## config.mk

```make
export PLATFORM = sky130hd
export DESIGN_NAME = tovl_divide
export DESIGN_NICKNAME = d
export VERILOG_FILES = /design/src/rtl/core/tovl_pkg.sv /design/src/rtl/core/tovl_divide.sv
export SDC_FILE = /design/constraint.sdc
export NUM_CORES = 1
export LEC_CHECK = 0
export ABC_CLOCK_PERIOD_IN_PS = 4930
export BUFFER_PORTS_ARGS = -buffer_cell sky130_fd_sc_hd__buf_2
export CELL_PAD_IN_SITES_DETAIL_PLACEMENT = 1
export CELL_PAD_IN_SITES_GLOBAL_PLACEMENT = 2
export CORE_ASPECT_RATIO = 1.75
export CORE_UTILIZATION = 36
export DETAILED_ROUTE_END_ITERATION = 12
export PLACE_DENSITY_LB_ADDON = 0.1
export SYNTH_ARGS = -nofsm -noshare
export SYNTH_HDL_FRONTEND = slang
export SYNTH_SLANG_ARGS = --single-unit
```

## constraint.sdc

```tcl
create_clock -name clk -period 4.93 [get_ports clk]
set_clock_uncertainty 0.1 [all_clocks]
set_input_delay 0.986 -clock clk [delete_from_list [all_inputs] [get_ports clk]]
set_output_delay 0.986 -clock clk [all_outputs]
set_load 0.02 [all_outputs]
```

## src/rtl/core/tovl_pkg.sv

```systemverilog
// Shared types, constants and the 5x7 font table of the text overlay pixel generator.
// Self-contained; the stage modules, the top level and the bench refer to it by scoped names.
package tovl_pkg;

    localparam int DEF_IMAGE_WIDTH = 240;
    localparam int DEF_LINE_CHARS  = 27;
    localparam int DEF_TEXT_LINES  = 7;

    localparam int PANEL_W = 320;
    localparam int PANEL_H = 240;
    localparam int TEXT_X0 = 12;
    localparam int PITCH   = 6;
    localparam int GLYPH_W = 5;

    // Highest character slot whose glyph still ends inside the panel, per scale.
    localparam int KMAX_SCALE2 = (PANEL_W - TEXT_X0 - 2 * GLYPH_W) / (2 * PITCH);
    localparam int KMAX_SCALE1 = (PANEL_W - TEXT_X0 - GLYPH_W) / PITCH;

    localparam logic [7:0] LINE_TOP [7] = '{8'd10, 8'd48, 8'd78, 8'd108, 8'd138, 8'd168,
                                            8'd220};

    localparam logic [15:0] RESET_BACKGROUND = 16'h18E3;
    localparam logic [15:0] RESET_MARGIN     = 16'hFFFF;

    typedef enum logic [1:0] {
        OP_WRITE_CELL = 2'd0,
        OP_SET_LINE   = 2'd1,
        OP_PIXEL      = 2'd2,
        OP_IDLE       = 2'd3
    } op_t;

    typedef enum logic [1:0] {
        CFG_PAGE_SELECT = 2'd0,
        CFG_BACKGROUND  = 2'd1,
        CFG_MARGIN      = 2'd2
    } cfg_reg_t;

    typedef struct packed {
        logic        page_select;
        logic [15:0] background_color;
        logic [15:0] margin_color;
    } cfg_t;

    // After line and window lookup.
    typedef struct packed {
        op_t         op;
        logic [2:0]  line;
        logic [4:0]  pos;
        logic [6:0]  code;
        logic [4:0]  len;
        logic [15:0] color;
        logic        text_hit;
        logic        scale2;
        logic [2:0]  frow;
        logic [8:0]  dx;
        logic        win;
        logic [7:0]  row;
        logic [8:0]  offset;
    } s1_t;

    // After the character slot division and the image row product.
    typedef struct packed {
        op_t         op;
        logic [2:0]  line;
        logic [4:0]  pos;
        logic [6:0]  code;
        logic [4:0]  len;
        logic [15:0] color;
        logic        text_ok;
        logic [2:0]  frow;
        logic [6:0]  k;
        logic [2:0]  fcol;
        logic        win;
        logic [16:0] prod;
        logic [8:0]  offset;
    } s2_t;

    // After the character store read.
    typedef struct packed {
        op_t         op;
        logic        draw;
        logic [2:0]  fcol;
        logic [2:0]  frow;
        logic [15:0] line_color;
        logic        win;
        logic [15:0] image_addr;
    } s3_t;

    typedef logic [4:0][6:0] glyph_t;

    function automatic glyph_t glyph5(input logic [6:0] c0, input logic [6:0] c1,
                                      input logic [6:0] c2, input logic [6:0] c3,
                                      input logic [6:0] c4);
        glyph5 = {c4, c3, c2, c1, c0};
    endfunction

    // Column bitmaps, bit 0 at the top row. Space and unknown codes are blank.
    function automatic glyph_t font_glyph(input logic [6:0] code);
        glyph_t g;
        unique case (code)
            7'd45: g = glyph5(7'h08, 7'h08, 7'h08, 7'h08, 7'h08);
            7'd46: g = glyph5(7'h00, 7'h60, 7'h60, 7'h00, 7'h00);
            7'd58: g = glyph5(7'h00, 7'h36, 7'h36, 7'h00, 7'h00);
            7'd48: g = glyph5(7'h3E, 7'h51, 7'h49, 7'h45, 7'h3E);
            7'd49: g = glyph5(7'h00, 7'h42, 7'h7F, 7'h40, 7'h00);
            7'd50: g = glyph5(7'h42, 7'h61, 7'h51, 7'h49, 7'h46);
            7'd51: g = glyph5(7'h21, 7'h41, 7'h45, 7'h4B, 7'h31);
            7'd52: g = glyph5(7'h18, 7'h14, 7'h12, 7'h7F, 7'h10);
            7'd53: g = glyph5(7'h27, 7'h45, 7'h45, 7'h45, 7'h39);
            7'd54: g = glyph5(7'h3C, 7'h4A, 7'h49, 7'h49, 7'h30);
            7'd55: g = glyph5(7'h01, 7'h71, 7'h09, 7'h05, 7'h03);
            7'd56: g = glyph5(7'h36, 7'h49, 7'h49, 7'h49, 7'h36);
            7'd57: g = glyph5(7'h06, 7'h49, 7'h49, 7'h29, 7'h1E);
            7'd65: g = glyph5(7'h7E, 7'h11, 7'h11, 7'h11, 7'h7E);
            7'd66: g = glyph5(7'h7F, 7'h49, 7'h49, 7'h49, 7'h36);
            7'd67: g = glyph5(7'h3E, 7'h41, 7'h41, 7'h41, 7'h22);
            7'd68: g = glyph5(7'h7F, 7'h41, 7'h41, 7'h22, 7'h1C);
            7'd69: g = glyph5(7'h7F, 7'h49, 7'h49, 7'h49, 7'h41);
            7'd70: g = glyph5(7'h7F, 7'h09, 7'h09, 7'h09, 7'h01);
            7'd71: g = glyph5(7'h3E, 7'h41, 7'h49, 7'h49, 7'h7A);
            7'd72: g = glyph5(7'h7F, 7'h08, 7'h08, 7'h08, 7'h7F);
            7'd73: g = glyph5(7'h00, 7'h41, 7'h7F, 7'h41, 7'h00);
            7'd74: g = glyph5(7'h20, 7'h40, 7'h41, 7'h3F, 7'h01);
            7'd75: g = glyph5(7'h7F, 7'h08, 7'h14, 7'h22, 7'h41);
            7'd76: g = glyph5(7'h7F, 7'h40, 7'h40, 7'h40, 7'h40);
            7'd77: g = glyph5(7'h7F, 7'h02, 7'h0C, 7'h02, 7'h7F);
            7'd78: g = glyph5(7'h7F, 7'h04, 7'h08, 7'h10, 7'h7F);
            7'd79: g = glyph5(7'h3E, 7'h41, 7'h41, 7'h41, 7'h3E);
            7'd80: g = glyph5(7'h7F, 7'h09, 7'h09, 7'h09, 7'h06);
            7'd81: g = glyph5(7'h3E, 7'h41, 7'h51, 7'h21, 7'h5E);
            7'd82: g = glyph5(7'h7F, 7'h09, 7'h19, 7'h29, 7'h46);
            7'd83: g = glyph5(7'h46, 7'h49, 7'h49, 7'h49, 7'h31);
            7'd84: g = glyph5(7'h01, 7'h01, 7'h7F, 7'h01, 7'h01);
            7'd85: g = glyph5(7'h3F, 7'h40, 7'h40, 7'h40, 7'h3F);
            7'd86: g = glyph5(7'h1F, 7'h20, 7'h40, 7'h20, 7'h1F);
            7'd87: g = glyph5(7'h3F, 7'h40, 7'h38, 7'h40, 7'h3F);
            7'd88: g = glyph5(7'h63, 7'h14, 7'h08, 7'h14, 7'h63);
            7'd89: g = glyph5(7'h07, 7'h08, 7'h70, 7'h08, 7'h07);
            7'd90: g = glyph5(7'h61, 7'h51, 7'h49, 7'h45, 7'h43);
            default: g = '0;
        endcase
        font_glyph = g;
    endfunction

endpackage

```

## src/rtl/core/tovl_divide.sv

```systemverilog
// Second pipeline stage: splits the text x offset into character slot and glyph column,
// and forms the image row product. Uses tovl_pkg.
module tovl_divide #(
    parameter int IMAGE_WIDTH = tovl_pkg::DEF_IMAGE_WIDTH
) (
    input  logic          clk,
    input  logic          rst_n,
    input  logic          in_valid,
    output logic          in_ready,
    input  tovl_pkg::s1_t in_data,
    output logic          out_valid,
    input  logic          out_ready,
    output tovl_pkg::s2_t out_data
);

    logic          valid_reg;
    logic          load;
    tovl_pkg::s2_t data_reg;
    tovl_pkg::s2_t data_next;

    assign load      = !valid_reg || out_ready;
    assign in_ready  = load;
    assign out_valid = valid_reg;
    assign out_data  = data_reg;

    // Remainder by three of a value of at most twelve.
    function automatic logic [1:0] mod3_small(input logic [3:0] s);
        logic [1:0] r;
        unique case (s)
            4'd0, 4'd3, 4'd6, 4'd9, 4'd12: r = 2'd0;
            4'd1, 4'd4, 4'd7, 4'd10:       r = 2'd1;
            4'd2, 4'd5, 4'd8, 4'd11:       r = 2'd2;
            default:                       r = 2'd0;
        endcase
        mod3_small = r;
    endfunction

    always_comb
    begin
        logic [7:0]  v;
        logic [15:0] qprod;
        logic [6:0]  q;
        logic [3:0]  dsum;
        logic [1:0]  r;
        logic        b;
        logic [2:0]  c;
        logic        k_fits;

        // The slot pitch is 6 or 12 pixels, so the low dx bits drop off and the rest
        // is divided by three: floor(v * 171 / 512) is exact below 512.
        v      = in_data.scale2 ? {1'b0, in_data.dx[8:2]} : in_data.dx[8:1];
        b      = in_data.scale2 ? in_data.dx[1] : in_data.dx[0];
        qprod  = {8'd0, v} * 16'd171;
        q      = qprod[15:9];
        // Base-four digits sum to the same residue modulo three.
        dsum   = 4'(v[1:0]) + 4'(v[3:2]) + 4'(v[5:4]) + 4'(v[7:6]);
        r      = mod3_small(dsum);
        c      = {r, b};
        k_fits = in_data.scale2 ? (q <= 7'(tovl_pkg::KMAX_SCALE2))
                                : (q <= 7'(tovl_pkg::KMAX_SCALE1));

        data_next.op      = in_data.op;
        data_next.line    = in_data.line;
        data_next.pos     = in_data.pos;
        data_next.code    = in_data.code;
        data_next.len     = in_data.len;
        data_next.color   = in_data.color;
        data_next.text_ok = in_data.text_hit && (c < 3'd5) && k_fits;
        data_next.frow    = in_data.frow;
        data_next.k       = q;
        data_next.fcol    = c;
        data_next.win     = in_data.win;
        data_next.prod    = 17'(in_data.row) * 17'(IMAGE_WIDTH);
        data_next.offset  = in_data.offset;
    end

    always_ff @(posedge clk or negedge rst_n)
    begin
        if (!rst_n)
        begin
            valid_reg <= 1'b0;
        end
        else if (load)
        begin
            valid_reg <= in_valid;
        end
    end

    always_ff @(posedge clk)
    begin
        if (load && in_valid)
        begin
            data_reg <= data_next;
        end
    end

endmodule

```

==> results of run 1 <==
==> routing by layer <==
layer  track usage (%)  share of wire [%]
met5                 0                  0
met4              10.3                4.1
met3              2.74                4.8
met2              38.5                 60
met1              16.3                 31
==> sequential cells by signal, summed over array words and instances (netlist names) <==
name / count
out_data: 74
out_valid: 1
==> placed cells by master (no fill, tap or decap), types with 5 or more instances in the layout <==
cell type | synthesis | routed
mux2i_1 | 5 | 5
ha_1 | 60 | 57
buf_2 | 0 | 148
xor2_1 | 7 | 7
o21ai_0 | 6 | 6
a21oi_1 | 11 | 9
xnor2_1 | 8 | 7
clkbuf_16 | 0 | 9
edfxtp_1 | 74 | 74
inv_1 | 51 | 50
nor2_1 | 6 | 6
buf_4 | 5 | 42
nand2_1 | 7 | 7
nand2b_1 | 5 | 5
conb_1 | 1 | 5
fa_1 | 29 | 28
==> worst paths after layout <==
path | from | to | slack [ps] | depth (start not counted)
worst min register to register | out_valid | out_valid | 440 | 2
worst max register to register | out_valid | out_data[46] | 2770 | 3
worst max-delay path | in_data[30] | out_data[40] | 70 | 16
max in group asynchronous | rst_n | out_valid | 4330 | 1
min in group clk | out_valid | out_valid | 440 | 2
worst min-delay path | rst_n | out_valid | 320 | 1
==> final cells by class <==
cell class	count	area share, %
repair buffers	191	17.3
flip-flops and latches	75	36.2
clock buffers	10	3.69
clock inverters	6	1.19
multi-input cells	193	35.1
diodes	1	0.0403
inverters	51	3.09
well taps	165	3.33
==> cells in the mapped netlist (all sizes together), types with 2 or more instances <==
cell type	number
a21oi	11
and2	2
ha	60
a211oi	2
nor3	3
o21ai	8
nand2	7
o211ai	2
nand2b	5
nand4	2
a21o	2
edfxtp	74
buf	6
o22ai	2
mux2i	5
fa	29
xnor2	8
a311oi	2
o21a	3
o21bai	2
xor2	7
a221oi	2
mux2	7
inv	51
nor2	6
==> report_power, final <==
group	switching [mW]	internal (mW)	leakage, nW	total, mW
sequential	0.0162	0.821	0.717	0.837
combinational	0.693	0.588	2.05	1.28
clock	0.254	0.398	0.141	0.652
==> kinds of logic after synthesis <==
| logic type | Yosys count | share of synthesized area [%] |
|---|---|---|
| DFF | 75 | 49.5 |
| muxes | 12 | 2.84 |
| other | 1 | 0.0827 |
| and+or+nand+nor | 30 | 3.36 |
| adders and majority gates | 89 | 29.3 |
| xor gates and xnor gates | 15 | 2.90 |
| AOI/OAI and AO/OA | 42 | 6.73 |
| buffers and inverters | 58 | 5.21 |
==> per-stage QoR <==
stage / instance area [µm²] / setup TNS, ps / util [%] / power (mW)
5_1_grt: 6200 / -89.5 / 51.1 / 2.95
4_1_cts: 6160 / 0 / 50.7 / 2.78
6_report: 6200 / 0 / 51.1 / 2.77
3_3_place_gp: 5810 / -1470 / 47.9 / 2.06
3_5_place_dp: 5810 / -1580 / 47.9 / 2.09
2_1_floorplan: 4610 / -262 / - / 1.61
==> what timing repair did <==
item / CTS / global route
gates resized for setup: 6 / 6
setup buffers: 1 / 0
endpoints found under the setup margin: 2 / 1
pin swaps: 4 / 1
==> impl_metrics.tcl, run 1 <==
set metrics [dict create \
    firstDrtPassIters 4 \
    synth_seq_cells 75 \
    fmax_mhz 206 \
    grt.overflow.total 0 \
    final_max_slew_viol_count 0 \
    pre_cts_slack_ps -514 \
    rows 53 \
    ctsHoldBuffers 0 \
    async_reset_ff_share_pct 1.33 \
    worst_pin_slew_ps 955 \
    vias_per_cell 4.71 \
    layout_setup_ws_ps 65.6 \
    synth-edff-count 74 \
    hold_viol 0 \
    cts_tree "done" \
    initial_core_util_pct 37.4 \
    critPathBufInv 3 \
    path_common_cell "fa_1" \
    synthToLayoutAreaGrowth_pct 36.7 \
    synth_area_mm2 0.00454 \
    worstPathArrival_ps 4840 \
    status "complete, no violations" \
    multi_input_area_mm2 0.00218 \
    clkTransAtPathRegs_ps 60 \
    path_class "in2reg" \
    p_leak_nw 2.91 \
    ant_nets 0 \
    ir_drop_v 0.000236 \
    period_minus_slack_ps 4860 \
    die_x_um 86.9 \
    routabilityCongestion 0.823 \
    htree_levels 3 \
    fin_nets 684 \
    p_per_area_mw_per_mm2 447 \
    slowest_stage "fa_1" \
    cap_violations 0 \
    vias 3256 \
    netlist_top_cells_area "edfxtp_1 49%, ha_1 17%, fa_1 13%" \
    setup_viol 0 \
    holdWs_ps 317 \
    dp_hpwl_um 10000 \
    wl_per_cell_um 16.9 \
    clock_path_buffers 2 \
    io_buffers 149 \
    die_area_mm2 0.0131 \
    pin_count 155 \
    core_area_mm2 0.0121 \
    period_share_pct 98.7 \
    yosysSeqAreaShare_pct 49.5 \
    synth_area_leader_cell "edfxtp_1" \
    grt_pass1_wl_um 18000 \
    clkSinkCount 75 \
    dp.cells 674 \
    startpoint_type "input pin" \
    cpPeakStageDelay_ps 490 \
    syn_inst 322 \
    grt_max_degree 42 \
    grt_setup_unrepaired "yes" \
    path_max_fanout 9 \
    cts_buffers 9 \
    crit_family "adder cells" \
    drc 0 \
    insertion_delay_ps 330 \
    end_kind "flop" \
    grt_usage_pct 18.7 \
    wirelength_um 11700 \
    antenna_found_initial 1 \
    max_slew_margin_pct 36.3 \
    netlist-cell-type-count 45 \
    register_area_mm2 0.00225 \
    cp_cell_sequence "buf_12 > mux2_4 > ha_4 > fa_1 > fa_1 > inv_1 > fa_1 > inv_2 > ha_4 > o211ai_1 > or2_1 > o31a_1 > a221oi_4 > nor2_1 > xnor2_1 > a211oi_2" \
    cts-root-buf "clkbuf_16" \
    syn_area_per_cell_um2 14.1 \
    synth_top_area_share_pct 49.0 \
    min_path_type "in2async" \
    first_iter_violations 78 \
    die_y_um 151 \
    drive_gt1_share_pct 43.3 \
    synth_warnings 0 \
    first_global_vias 3599 \
    worstPathRequired_ps 4900 \
    ys.flop_type "edfxtp_1" \
    nFillCells 1330 \
    final_cells 692 \
]
Note: power is estimated with default switching activity, not from simulation.
==> inputs of run 2 (changes only) <==
--- a/config.mk
+++ b/config.mk
@@ -9,7 +9,6 @@
 export BUFFER_PORTS_ARGS = -buffer_cell sky130_fd_sc_hd__buf_2
 export CELL_PAD_IN_SITES_DETAIL_PLACEMENT = 1
 export CELL_PAD_IN_SITES_GLOBAL_PLACEMENT = 2
-export CORE_ASPECT_RATIO = 1.75
 export CORE_UTILIZATION = 36
 export DETAILED_ROUTE_END_ITERATION = 12
 export PLACE_DENSITY_LB_ADDON = 0.1
==> impl_metrics.tcl, run 2 (synthesis results as in run 1) <==
set metrics [dict create \
    status "complete, but fails checks" \
    violations "negative setup slack" \
    period_share_pct 101 \
    rows 40 \
    worst_pin_slew_ps 965 \
    synthToLayoutAreaGrowth_pct 37.4 \
    io_buffers 149 \
    final_max_slew_viol_count 0 \
    final_common_cell "buf_2" \
    firstDrtPassIters 4 \
    path_max_fanout 8 \
    ir_drop_v 0.000166 \
    tns_ps -74.9 \
    grt.overflow.total 0 \
    cts_tree "done" \
    end_kind "flop" \
    drc 0 \
    fin_nets 685 \
    p_per_area_mw_per_mm2 457 \
    vias 3208 \
    ctsHoldBuffers 0 \
    max_slew_margin_pct 35.7 \
    wirelength_um 11400 \
    power.clock.fraction_pct 24.8 \
    cap_violations 0 \
    clkSinkCount 75 \
    p_switching_mw 0.968 \
    min_path_type "in2async" \
    sw_frac_of_total_pct 34.0 \
    fmax_mhz 201 \
    worstPathRequired_ps 4990 \
    grt_setup_unrepaired "yes" \
    grt_max_degree 75 \
    clkTransAtPathRegs_ps 60 \
    path_class "in2reg" \
    core_area_mm2 0.0122 \
    final_cell_mix "148 x buf_2, 74 x edfxtp_1, 57 x ha_1, 50 x inv_1, 42 x buf_4" \
    hold_viol 0 \
    routabilityCongestion 0.801 \
    diodes 0 \
    final_util_pct 51.2 \
    cts_buffers 9 \
    die_x_um 114 \
    layout_setup_ws_ps -55.8 \
    finalPower_mw 2.85 \
    insertion_delay_ps 330 \
    grt_pass1_wl_um 17400 \
    initial_core_util_pct 37.3 \
    grt_usage_pct 17.9 \
    power.internal_mw 1.88 \
    first_global_vias 3401 \
    ant_nets 0 \
    p_leak_nw 2.93 \
    cts-root-buf "clkbuf_16" \
    place_area_mm2 0.00581 \
    clock_path_buffers 2 \
    die_y_um 114 \
    setup_viol 2 \
    worstPathArrival_ps 5050 \
    antenna_found_initial 0 \
    pin_count 155 \
    largest_reg_flops 74 \
    wl_per_cell_um 16.4 \
    vias_per_cell 4.62 \
    pwr-share-comb_pct 45.7 \
    die_area_mm2 0.0131 \
    period_minus_slack_ps 4990 \
    seqPwrFrac_pct 29.5 \
    design_area_mm2 0.00623 \
    first_iter_violations 105 \
    htree_levels 3 \
    dp_hpwl_um 9280 \
    drive_gt1_share_pct 43.3 \
    startpoint_type "input pin" \
]
-- run 2: worst paths after layout --
check                                  from  depth (start not counted)      endpoint  slack (ps)
worst max-delay path            in_data[30]                         16  out_data[40]         -60
worst min-delay path                  rst_n                          1     out_valid         320
worst max register to register    out_valid                          2  out_data[21]        3140
worst min register to register    out_valid                          2     out_valid         430
max in group asynchronous             rst_n                          1     out_valid        4330
min in group clk                  out_valid                          2     out_valid         430
-- run 2: timing repair --
| action | in CTS | in global routing |
|---|---|---|
| gates cloned | 0 | 0 |
| resized for setup | 8 | 4 |
| setup endpoints to repair | 2 | 2 |
| pin swaps | 5 | 6 |
| setup buffers | 2 | 1 |
| endpoints found under the hold margin | 0 | 0 |
-- run 2: layer usage --
layer / GRT usage [%] / wire [µm] / vias up
li1: - / - / 1530
met5: 0 / 0 / -
met3: 4.50 / 808 / 13
met2: 33.3 / 5950 / 117
met1: 20.0 / 4510 / 1548
met4: 5.63 / 152 / 0
-- run 2: power groups by stage --
stage	Combinational, mW	Clock (mW)	Sequential (mW)
6_report	1.30	0.706	0.841
3_3_place_gp	1.20	0	0.850
2_1_floorplan	0.655	0	0.951
4_1_cts	1.30	0.723	0.843
5_1_grt	1.45	0.741	0.847
3_5_place_dp	1.23	0	0.855
-- run 2: area by class of cell --
type                            count  area [µm²]
Clock buffer                        9         225
Clock inverter                      7        98.8
Fill cell                        1288        5930
Inverter                           51         191
Multi-Input combinational cell    193        2170
Sequential cell                    75        2250
Tap cell                          168         210
Timing Repair Buffer              192        1090
-- run 2: worst max-delay path, cell delays in order --
cell	delay [ps]
buf_12	120
mux2_4	320
ha_4	290
fa_1	430
fa_1	510
inv_1	50
fa_1	500
inv_2	50
ha_4	260
o211ai_1	110
or2_1	270
o31a_1	300
a221oi_4	330
o2bb2ai_1	110
a22o_1	230
a211oi_2	190
-- run 2: metrics by stage --
stage	hold WS, ps	setup WS [ps]	cells
3_3_place_gp	413	-382	676
4_1_cts	303	-42.0	694
2_1_floorplan	590	-193	326
6_report	317	-55.8	695
5_1_grt	313	-184	695
3_5_place_dp	420	-616	676
==> inputs of run 3 (changes only) <==
--- a/config.mk
+++ b/config.mk
@@ -5,7 +5,7 @@
 export SDC_FILE = /design/constraint.sdc
 export NUM_CORES = 1
 export LEC_CHECK = 0
-export ABC_CLOCK_PERIOD_IN_PS = 4930
+export ABC_CLOCK_PERIOD_IN_PS = 5800
 export BUFFER_PORTS_ARGS = -buffer_cell sky130_fd_sc_hd__buf_2
 export CELL_PAD_IN_SITES_DETAIL_PLACEMENT = 1
 export CELL_PAD_IN_SITES_GLOBAL_PLACEMENT = 2
==> constraint.sdc (replaced) <==
create_clock -name clk -period 5.8 [get_ports clk]
set_clock_uncertainty 0.1 [all_clocks]
set_input_delay 1.16 -clock clk [delete_from_list [all_inputs] [get_ports clk]]
set_output_delay 1.16 -clock clk [all_outputs]
set_load 0.02 [all_outputs]
==> impl_metrics.tcl, run 3 (synthesis results as in run 1) <==
set metrics [dict create \
    status "complete, no violations" \
    end_kind "flop" \
    largest_reg_flops 74 \
    initial_core_util_pct 37.3 \
    p_per_area_mw_per_mm2 361 \
    multi_input_area_mm2 0.00207 \
    antenna_found_initial 0 \
    wl_per_cell_um 15.3 \
    htree_levels 3 \
    hold_viol 0 \
    p_leak_nw 2.67 \
    seqPwrFrac_pct 34.1 \
    place_area_mm2 0.00550 \
    cts_tree "done" \
    clkTransAtPathRegs_ps 60 \
    path_max_fanout 6 \
    worstPathArrival_ps 5580 \
    nFillCells 1325 \
    rows 40 \
    startpoint_type "input pin" \
    cts_buffers 9 \
    io_buffers 149 \
    grt_pass1_wl_um 15900 \
    setup_viol 0 \
    dp_hpwl_um 8370 \
    period_minus_slack_ps 5510 \
    power.internal_mw 1.34 \
    synthToLayoutAreaGrowth_pct 27.3 \
    register_area_mm2 0.00225 \
    ctsHoldBuffers 0 \
    diodes 0 \
    clkSinkCount 75 \
    cts-root-buf "clkbuf_16" \
    ir_drop_v 0.000149 \
    worst_pin_slew_ps 957 \
    die_x_um 114 \
    cts_resized 0 \
    wirelength_um 10100 \
    drive_gt1_share_pct 37.0 \
    grt_usage_pct 16.2 \
    max_slew_margin_pct 36.2 \
    first_global_vias 3224 \
    ant_nets 0 \
    pin_count 155 \
    vias 3029 \
    layout_setup_ws_ps 288 \
    pwr-share-comb_pct 41.6 \
    die_area_mm2 0.0131 \
    fmax_mhz 181 \
    min_path_type "reg2reg" \
    grt.overflow.total 0 \
    p_switching_mw 0.743 \
    design_area_mm2 0.00577 \
    die_y_um 114 \
    insertion_delay_ps 330 \
    final_common_cell "buf_2" \
    path_class "in2reg" \
    routabilityCongestion 0.759 \
    clock_path_buffers 2 \
    vias_per_cell 4.61 \
    first_iter_violations 83 \
    grt_setup_unrepaired "no" \
    fin_nets 647 \
    final_cell_mix "149 x buf_2, 74 x edfxtp_1, 60 x ha_1, 51 x inv_1, 29 x fa_1" \
    sw_frac_of_total_pct 35.6 \
    cap_violations 0 \
    grt_max_degree 75 \
    core_area_mm2 0.0122 \
    power.clock.fraction_pct 24.2 \
    period_share_pct 95.0 \
    drc 0 \
    pre_cts_slack_ps -84.6 \
    holdWs_ps 443 \
    post_cts.repair.setup_buffers 0 \
    final_max_slew_viol_count 0 \
    firstDrtPassIters 4 \
    worstPathRequired_ps 5870 \
]
[run 3: critical path: stages]
cell and delay (ps):
buf_2 150, mux2_2 380, ha_1 340, fa_1 490, fa_1 510, inv_1 60
fa_1 530, inv_1 40, ha_1 290, a21oi_1 320, o211ai_1 160, a311oi_2 310
xnor2_1 180, a211o_1 260, a21o_1 170, a211oi_2 220
[run 3: routing by layer]
metal / track usage [%] / routed length, µm / vias to the layer above
met3: 4.76 / 842 / 11
met2: 27.1 / 4670 / 123
li1: - / - / 1452
met4: 4.94 / 113 / 0
met1: 20.1 / 4430 / 1443
met5: 0 / 0 / -
[run 3: path summary, 6_finish.rpt]
kind                       slack, ps           end         from  cells after the start
setup reg to reg                4000  out_data[23]    out_valid                      2
min in group asynchronous        500     out_valid        rst_n                      1
max in group asynchronous       5020     out_valid        rst_n                      1
hold reg to reg                  440     out_valid    out_valid                      2
hold / removal                   440     out_valid    out_valid                      2
setup / recovery                 290  out_data[40]  in_data[30]                     16
[run 3: power by group through the flow]
stage | sequential [mW] | combinational [mW] | clock (mW)
floorplan | 0.809 | 0.538 | 0
global placement | 0.721 | 0.862 | 0
detailed placement | 0.724 | 0.884 | 0
CTS | 0.713 | 0.892 | 0.523
global route | 0.719 | 0.987 | 0.543
finish | 0.712 | 0.868 | 0.506
[run 3: area by class of cell]
type                            count  share of cell area (%)
Sequential cell                    75                    38.9
Tap cell                          168                    3.64
Clock buffer                       11                    4.03
Clock inverter                      5                   0.672
Timing Repair Buffer              154                    13.6
Inverter                           51                    3.32
Multi-Input combinational cell    193                    35.9
[run 3: through the flow]
stage               power, mW  utilization (%)  setup TNS [ps]  std cells
finish                   2.09             47.5               0        657
global route             2.25             47.5               0        657
CTS                      2.13             47.5               0        657
detailed placement       1.61             45.2           -84.6        641
global placement         1.58             45.2               0        641
floorplan                1.35                -               0        326
